**src/rtl/core/pps_pkg.sv**
```systemverilog
package pps_pkg;

    localparam int NUM_SLOTS_DEF = 16;
    localparam int IDX_W         = 6;
    localparam int SLOT_W        = 4;
    localparam int ID_W          = 8;
    localparam int ARR_W         = 16;
    localparam int BURST_W       = 16;
    localparam int PRIO_W        = 8;
    localparam int TIME_W        = 21;

    localparam logic [TIME_W-1:0] TIME_MAX = {TIME_W{1'b1}};

    localparam logic CMD_LOAD = 1'b0;
    localparam logic CMD_RUN  = 1'b1;

    typedef enum logic [2:0] {
        ST_IDLE,
        ST_SCAN1,
        ST_SCAN2,
        ST_EXEC,
        ST_EMIT
    } t_state;

    // scan packet walking down the cell chain
    typedef struct packed {
        logic               vld;
        logic               found;
        logic [IDX_W-1:0]   idx;
        logic [PRIO_W-1:0]  prio;
        logic [ARR_W-1:0]   arr;
        logic [ID_W-1:0]    id;
        logic [BURST_W-1:0] burst;
        logic [BURST_W-1:0] rem;
        logic               started;
        logic               have_next;
        logic [ARR_W-1:0]   next;
        logic               have_latest;
        logic [ARR_W-1:0]   latest;
    } t_scan;

    // slot write and execute controls, broadcast to all cells
    typedef struct packed {
        logic               ld;
        logic [IDX_W-1:0]   ld_slot;
        logic [ID_W-1:0]    id;
        logic [ARR_W-1:0]   arr;
        logic [BURST_W-1:0] burst;
        logic [PRIO_W-1:0]  prio;
        logic               upd;
        logic [IDX_W-1:0]   upd_slot;
    } t_cell_ctl;

endpackage

```
**src/rtl/core/pps_cell.sv**
```systemverilog
module pps_cell #(
    parameter int CELL_IDX = 0
) (
    input  logic                        i_clk,
    input  logic                        i_rst_n,
    input  pps_pkg::t_cell_ctl          i_ctl,
    input  logic [pps_pkg::TIME_W-1:0]  i_now,
    input  pps_pkg::t_scan              i_pkt,
    output pps_pkg::t_scan              o_pkt
);

    localparam logic [pps_pkg::IDX_W-1:0] MY_IDX = pps_pkg::IDX_W'(CELL_IDX);

    logic                         r_valid;
    logic                         r_started;
    logic                         r_done;
    logic [pps_pkg::ID_W-1:0]     r_id;
    logic [pps_pkg::ARR_W-1:0]    r_arr;
    logic [pps_pkg::BURST_W-1:0]  r_burst;
    logic [pps_pkg::PRIO_W-1:0]   r_prio;
    logic [pps_pkg::BURST_W-1:0]  r_rem;
    pps_pkg::t_scan               r_pkt;
    pps_pkg::t_scan               n_pkt;

    logic w_ld;
    logic w_upd;
    logic w_live;
    logic w_ready;
    logic w_better;
    logic w_later;
    logic [pps_pkg::TIME_W-1:0] w_arr_t;

    assign w_ld    = i_ctl.ld && (i_ctl.ld_slot == MY_IDX);
    assign w_upd   = i_ctl.upd && (i_ctl.upd_slot == MY_IDX);
    assign w_arr_t = pps_pkg::TIME_W'(r_arr);
    assign w_live  = r_valid && !r_done;
    assign w_ready = w_live && (r_rem != '0) && (w_arr_t <= i_now);
    assign w_later = w_live && (w_arr_t > i_now);
    assign w_better = !i_pkt.found || (r_prio < i_pkt.prio) ||
                      ((r_prio == i_pkt.prio) && (r_arr < i_pkt.arr));

    always_comb begin
        n_pkt = i_pkt;
        if (w_ready && w_better) begin
            n_pkt.found   = 1'b1;
            n_pkt.idx     = MY_IDX;
            n_pkt.prio    = r_prio;
            n_pkt.arr     = r_arr;
            n_pkt.id      = r_id;
            n_pkt.burst   = r_burst;
            n_pkt.rem     = r_rem;
            n_pkt.started = r_started;
        end
        if (w_later && (!i_pkt.have_latest || (r_arr > i_pkt.latest))) begin
            n_pkt.have_latest = 1'b1;
            n_pkt.latest      = r_arr;
        end
        if (w_later && (r_rem != '0) && (!i_pkt.have_next || (r_arr < i_pkt.next))) begin
            n_pkt.have_next = 1'b1;
            n_pkt.next      = r_arr;
        end
    end

    always_ff @(posedge i_clk) begin
        if (!i_rst_n) begin
            r_valid   <= 1'b0;
            r_started <= 1'b0;
            r_done    <= 1'b0;
        end else if (w_ld) begin
            r_valid   <= 1'b1;
            r_started <= 1'b0;
            r_done    <= 1'b0;
        end else if (w_upd) begin
            r_started <= 1'b1;
            if (r_rem == pps_pkg::BURST_W'(1)) begin
                r_done <= 1'b1;
            end
        end
    end

    always_ff @(posedge i_clk) begin
        if (w_ld) begin
            r_id    <= i_ctl.id;
            r_arr   <= i_ctl.arr;
            r_burst <= i_ctl.burst;
            r_prio  <= i_ctl.prio;
            r_rem   <= i_ctl.burst;
        end else if (w_upd) begin
            r_rem <= r_rem - pps_pkg::BURST_W'(1);
        end
    end

    always_ff @(posedge i_clk) begin
        if (!i_rst_n) begin
            r_pkt.vld <= 1'b0;
        end else begin
            r_pkt <= n_pkt;
        end
    end

    assign o_pkt = r_pkt;

endmodule

```
**config.mk**
```make
export PLATFORM = sky130hd
export DESIGN_NAME = pps_cell
export DESIGN_NICKNAME = d
export VERILOG_FILES = /design/src/rtl/core/pps_pkg.sv /design/src/rtl/core/pps_cell.sv
export SDC_FILE = /design/constraint.sdc
export NUM_CORES = 1
export LEC_CHECK = 0
export ABC_AREA = 1
export BUFFER_PORTS_ARGS = -buffer_cell sky130_fd_sc_hd__buf_2
export CORE_MARGIN = 8
export CORE_UTILIZATION = 51
export CTS_BUF_LIST = sky130_fd_sc_hd__clkbuf_4 sky130_fd_sc_hd__clkbuf_8 sky130_fd_sc_hd__clkbuf_16
export CTS_CLUSTER_DIAMETER = 200
export DETAILED_ROUTE_END_ITERATION = 6
export GPL_TIMING_DRIVEN = 0
export PLACE_DENSITY_LB_ADDON = 0.2
export RECOVER_POWER = 25
export SLEW_MARGIN = 20
export SYNTH_ARGS = -nofsm -noshare
export SYNTH_HDL_FRONTEND = slang
export SYNTH_SLANG_ARGS = --single-unit
```
**constraint.sdc**
```tcl
create_clock -name i_clk -period 4.3 [get_ports i_clk]
set_clock_uncertainty 0.2 [all_clocks]
set_input_delay 0.86 -clock i_clk [delete_from_list [all_inputs] [get_ports i_clk]]
set_output_delay 0.86 -clock i_clk [all_outputs]
set_load 0.1 [all_outputs]
```
# Word level (Yosys, flattened, before mapping)
# Index checks and enable logic that the tools add are counted.
op_classes:
  addsub: 1
  n_lt_le_gt_ge: 6
  eq_ne: 2
  mux: 5
  bitwise_logic: 1
  reduce_logical: 25
op_table:
  columns: ["cell", "count"]
  rows:
  - ["$mux 65", 1]
  - ["$mux 16", 4]
  - ["$lt 16x16->1", 2]
  - ["$gt 16x21->1", 1]
  - ["$le 16x21->1", 1]
  - ["$eq 16x1->1 const B", 1]
  - ["$gt 16x16->1", 1]
  - ["$reduce_bool 16->1", 1]
  - ["$sub 16x1->16 const B", 1]
  - ["$logic_not 6->1", 2]
  - ["$logic_and 1x1->1", 11]
  - ["$eq 8x8->1", 1]
  - ["$lt 8x8->1", 1]
  - ["$logic_not 1->1", 4]
  - ["$logic_or 1x1->1", 4]
  - ["$reduce_and 2->1", 1]
  - ["$reduce_bool 2->1", 1]
  - ["$reduce_or 2->1", 1]
  - ["$not 1->1", 1]
totals:
  regBits: 174
  input_bits: 192

# Longest topological paths before layout
depth:
  word_depth: 6
  ltp_mapped: 16
  depth_no_buf: 15

# Least setup slack after synthesis
# Ideal clock, no wire load.
synth_timing:
  path_type: "input to register"
  from: "in i_ctl[58] (netlist name)"
  to: "reg r_rem[0] (netlist name) (data pin)"
  t_arrival_ns: 3.041
  setup_slack_ns: 0.723
  path_stages: 7
  n_path_buf: 2
  path_cell_list: "nor2_1 -> nand2_1 -> nor3_1 -> and2_1 -> clkbuf_1 -> clkbuf_1 -> o21ai_0"
synth_between:
  elab_chain_cells: 3
synth_rtl:
  columns: ["element", "line_no", "source"]
  rows:
  - ["start: declaration", "pps_cell.sv:6", "input pps_pkg::t_cell_ctl i_ctl,"]
  - ["$logic_not 6->1", "pps_cell.sv:33", "assign w_ld = i_ctl.ld && (i_ctl.ld_slot == MY_IDX);"]
  - ["$logic_and 1x1->1", "pps_cell.sv:33", null]
  - ["named net w_ld", "pps_cell.sv:25", "logic w_ld;"]
  - ["$mux 16", "pps_cell.sv:82", "if (w_ld) begin"]
  - ["end signal: assignment", "pps_cell.sv:87", "r_rem <= i_ctl.burst;"]
  - ["end signal: assignment", "pps_cell.sv:89", "r_rem <= r_rem - pps_pkg::BURST_W'(1);"]
  - ["end: declaration", "pps_cell.sv:21", "logic [pps_pkg::BURST_W-1:0] r_rem;"]
# The timed path passes the listed nets, and every way through them passes these cells.
# A chain may end at the register's enable or synchronous reset.

# Final worst setup path
layout_timing:
  from: "in i_rst_n"
  to: "reg r_pkt, in the netlist o_pkt[24], enable pin"
layout_rtl:
  columns: ["element", "line_no", "source"]
  rows:
  - ["start: declaration", "pps_cell.sv:5", "input logic i_rst_n,"]
  - ["end signal: assignment", "pps_cell.sv:97", "r_pkt <= n_pkt;"]
  - ["end: declaration", "pps_cell.sv:22", "pps_pkg::t_scan r_pkt;"]
# No word-level cell between the ends.

==> impl_metrics.ini <==
[floorplanning]
io_pins = 299
rows = 49
core_sq_um = 17780
die_w_microns = 149.9
initial_core_util_pct = 51.40
die-area_sq_um = 22460
fp.dieH_microns = 149.9

[power_and_ir_drop]
design_power_total_mw = 4.478
switching_share_pct = 30.02
p_clk_share_pct = 37.9
comb_power_share_pct = 18.4
p_int_mw = 3.133
p_leak_nw = 5.624
pwr-share-seq_pct = 43.7
peakVddDrop_uv = 271.1
p_per_area_nw_per_um2 = 385.6
switching_power_mw = 1.344

[layout]
multi_input_area_sq_um = 3385
nFillCells = 1463
layout-drive-gt1-share_pct = 27.51
area_delta_synth_final_pct = 27.07
layout.nets = 1527
seqCellArea_sq_um = 5185
utilization_pct = 65.31

[synthesis]
synth_cell_type_count = 35
postSynthAreaPerCell_sq_um = 9.681
syn_area_sq_um = 9139
ys_seq_elements = 174
yosysSeqAreaShare_pct = 56.74
synth_top_area_share_pct = 55.86
synth_cells = 944
synth_nets = 1208
yosysTopAreaCell = edfxtp_1
yosys-top-cells-area = edfxtp_1, nand2_1, ha_1
yosys_warnings = 0

[worst_setup_path]
regToRegStartpoint = r_arr[15]$_DFFE_PP_
crit_arrival_ns = 3.14
crit_path_max_fanout = 67
critPathSlowestCell = clkbuf_1
worstRegToRegCells = 12
timing.rr.end = o_pkt[91]$_DFFE_PP_
critical_path.max_stage_delay_ns = 1.86
critPathRequiredTime_ns = 4.18
path_class = primary input to flop
startpoint_type = primary input
cp_top_family = buffers and inverters
crit_chain = clkbuf_1 -> buf_16
cp-end-kind = flop
ff2ff_setup_slack_ns = 1.39
crit_buf_inv = 2

[placed_design]
place_ws_ns = 0.9500
dp_hpwl_mm = 20.03
finalWeightedCongestion = 0.8548
port-buffer-count = 298

[global_route]
grt_pass1_vias = 7691
grt_use_total_pct = 22.56
antenna_found_initial = 8
grt_max_degree = 68
grt_pass1_wl_mm = 39.13
grt_overflow_total = 0

[min_path]
min_path_cells = 2
hold_start = r_done$_SDFFE_PP0P_
min_to = r_done$_SDFFE_PP0P_
min_path_type = flop to flop

[route]
drt-initial-drc-count = 503
drcViolationCount = 0
drt_pre_antenna_iters = 5
vias = 7635
routed_wl_mm = 25.66
final_antenna_net_count = 0
viasPerCell = 5.056
wire_per_inst_microns = 17.00

[sta]
fmax_mhz = 306.5
layout_setup_ws_ns = 1.038
fin_hold_ws_ns = 0.2614
setup_violations = 0
hold_violations = 0
slew_headroom_pct = -78.42
final_max_slew_viol_count = 43
tightestPinTransition_ns = 2.676
period_share_pct = 75.86
grt_setup_unrepaired = false
fin_crit_ns = 3.262

[clock_network]
cts_resized = 0
postCtsHoldBufs = 0
clk_latency_ns = 0.43
cts_made_buffers = 17
clockRootBuffer = clkbuf_16
cts_tree = done
clk_pin_slew_ns = 0.07
cts_buffer_depth = 2
cts_sinks = 174
htree_levels = 4
post-cts-setup-buffers = 0

[run_status]
run_status = finished with violations
violations = capacitance limit, slew limit

[run]
drv_cap = 1
-- cell usage after synthesis --
cell	instances
xor2_1	3
o21a_1	4
buf_2	11
edfxtp_1	170
nor2_4	2
nand2_1	299
inv_2	1
nand3_1	112
nor4_1	1
nand3_2	1
nand2_2	4
o21ai_0	21
o31ai_1	1
a21boi_0	6
a21oi_1	34
nor2_2	1
clkbuf_1	14
buf_6	1
nand3b_1	1
inv_1	108
and2_1	2
nand4_1	3
ha_1	72
a21oi_4	1
buf_4	5
a31oi_1	5
and2_0	1
nor3_1	6
nor4_2	1
dfxtp_1	4
nor2_1	40
or2_2	3
clkinv_1	1
xnor2_1	4
o21bai_1	1
-- cells in the final DEF (no fill, tap or decap), drive strengths merged --
master    count
ha           72
clkinv        5
xor2          3
nand2       303
a21oi        35
o21a          4
nor2         43
a21boi        6
or2           3
nor4          2
o21ai        21
clkinvlp      1
buf         305
o21bai        1
edfxtp      170
diode         5
clkbuf       47
and2          3
nor3          6
inv         111
a31oi         5
xnor2         4
nand3       113
bufinv        4
o31ai         1
nand3b        1
dfxtp         4
nand4         3
-- state kept, by name, indices dropped and copies added (netlist names) --
signal	cells
o_pkt	107
r_arr	16
r_burst	16
r_done	1
r_id	8
r_prio	8
r_rem	16
r_started	1
r_valid	1
-- power groups by stage --
| stage | Sequential, mW | Combinational (mW) | Clock (mW) |
|---|---|---|---|
| 3_5_place_dp | 1.99 | 0.827 | 0 |
| 4_1_cts | 1.96 | 0.828 | 1.72 |
| 5_1_grt | 1.96 | 0.870 | 1.78 |
| 3_3_place_gp | 1.99 | 0.813 | 0 |
| 2_1_floorplan | 2.46 | 0.138 | 0 |
| 6_report | 1.96 | 0.822 | 1.70 |
-- worst max-delay path by stage --
stage                              startpoint                  end  cells past startpoint
after floorplan                     i_ctl[58]   r_rem[0]$_DFFE_PP_                      7
after global placement              i_ctl[58]   r_rem[0]$_DFFE_PP_                      8
after detailed placement            i_now[12]  o_pkt[91]$_DFFE_PP_                     15
after CTS                 r_arr[15]$_DFFE_PP_  o_pkt[91]$_DFFE_PP_                     12
after global routing                  i_rst_n  o_pkt[29]$_DFFE_PP_                      2
final                                 i_rst_n  o_pkt[24]$_DFFE_PP_                      2
-- cells by family after synthesis --
| kind of cell | share of synthesized area, % |
|---|---|
| flops | 56.74 |
| fa+ha+maj | 9.858 |
| buf+inv | 6.229 |
| compound gates | 4.518 |
| xor+xnor | 0.6709 |
| simple gates | 21.99 |
-- per-layer routing --
layer | GRT usage [%] | vias up | part of all wire (%)
met3 | 7.409 | 29 | 9.7
met1 | 25.84 | 3499 | 39
met2 | 39.23 | 283 | 50
li1 | - | 3816 | -
met5 | 0 | - | 0.17
met4 | 7.046 | 8 | 1.2
-- cell type report --
class,count,share of cell area [%]
timing repair buffer,300,13.11
clock inverter,11,1.552
buffer,31,1.379
clock buffer,21,4.030
antenna,5,0.1077
inverter,110,3.556
sequential,174,44.65
tap,229,2.467
multi-input combinational,629,29.15
-- per-stage QoR --
step	TNS (ns)	cells	area (sq um)
finish	0	1510	11610
detailed placement	0	1473	10970
floorplan	0	944	9139
CTS	0	1505	11620
global route	0	1509	11610
global placement	-20.88	1471	10920
Power figures use the tool's default switching activity.
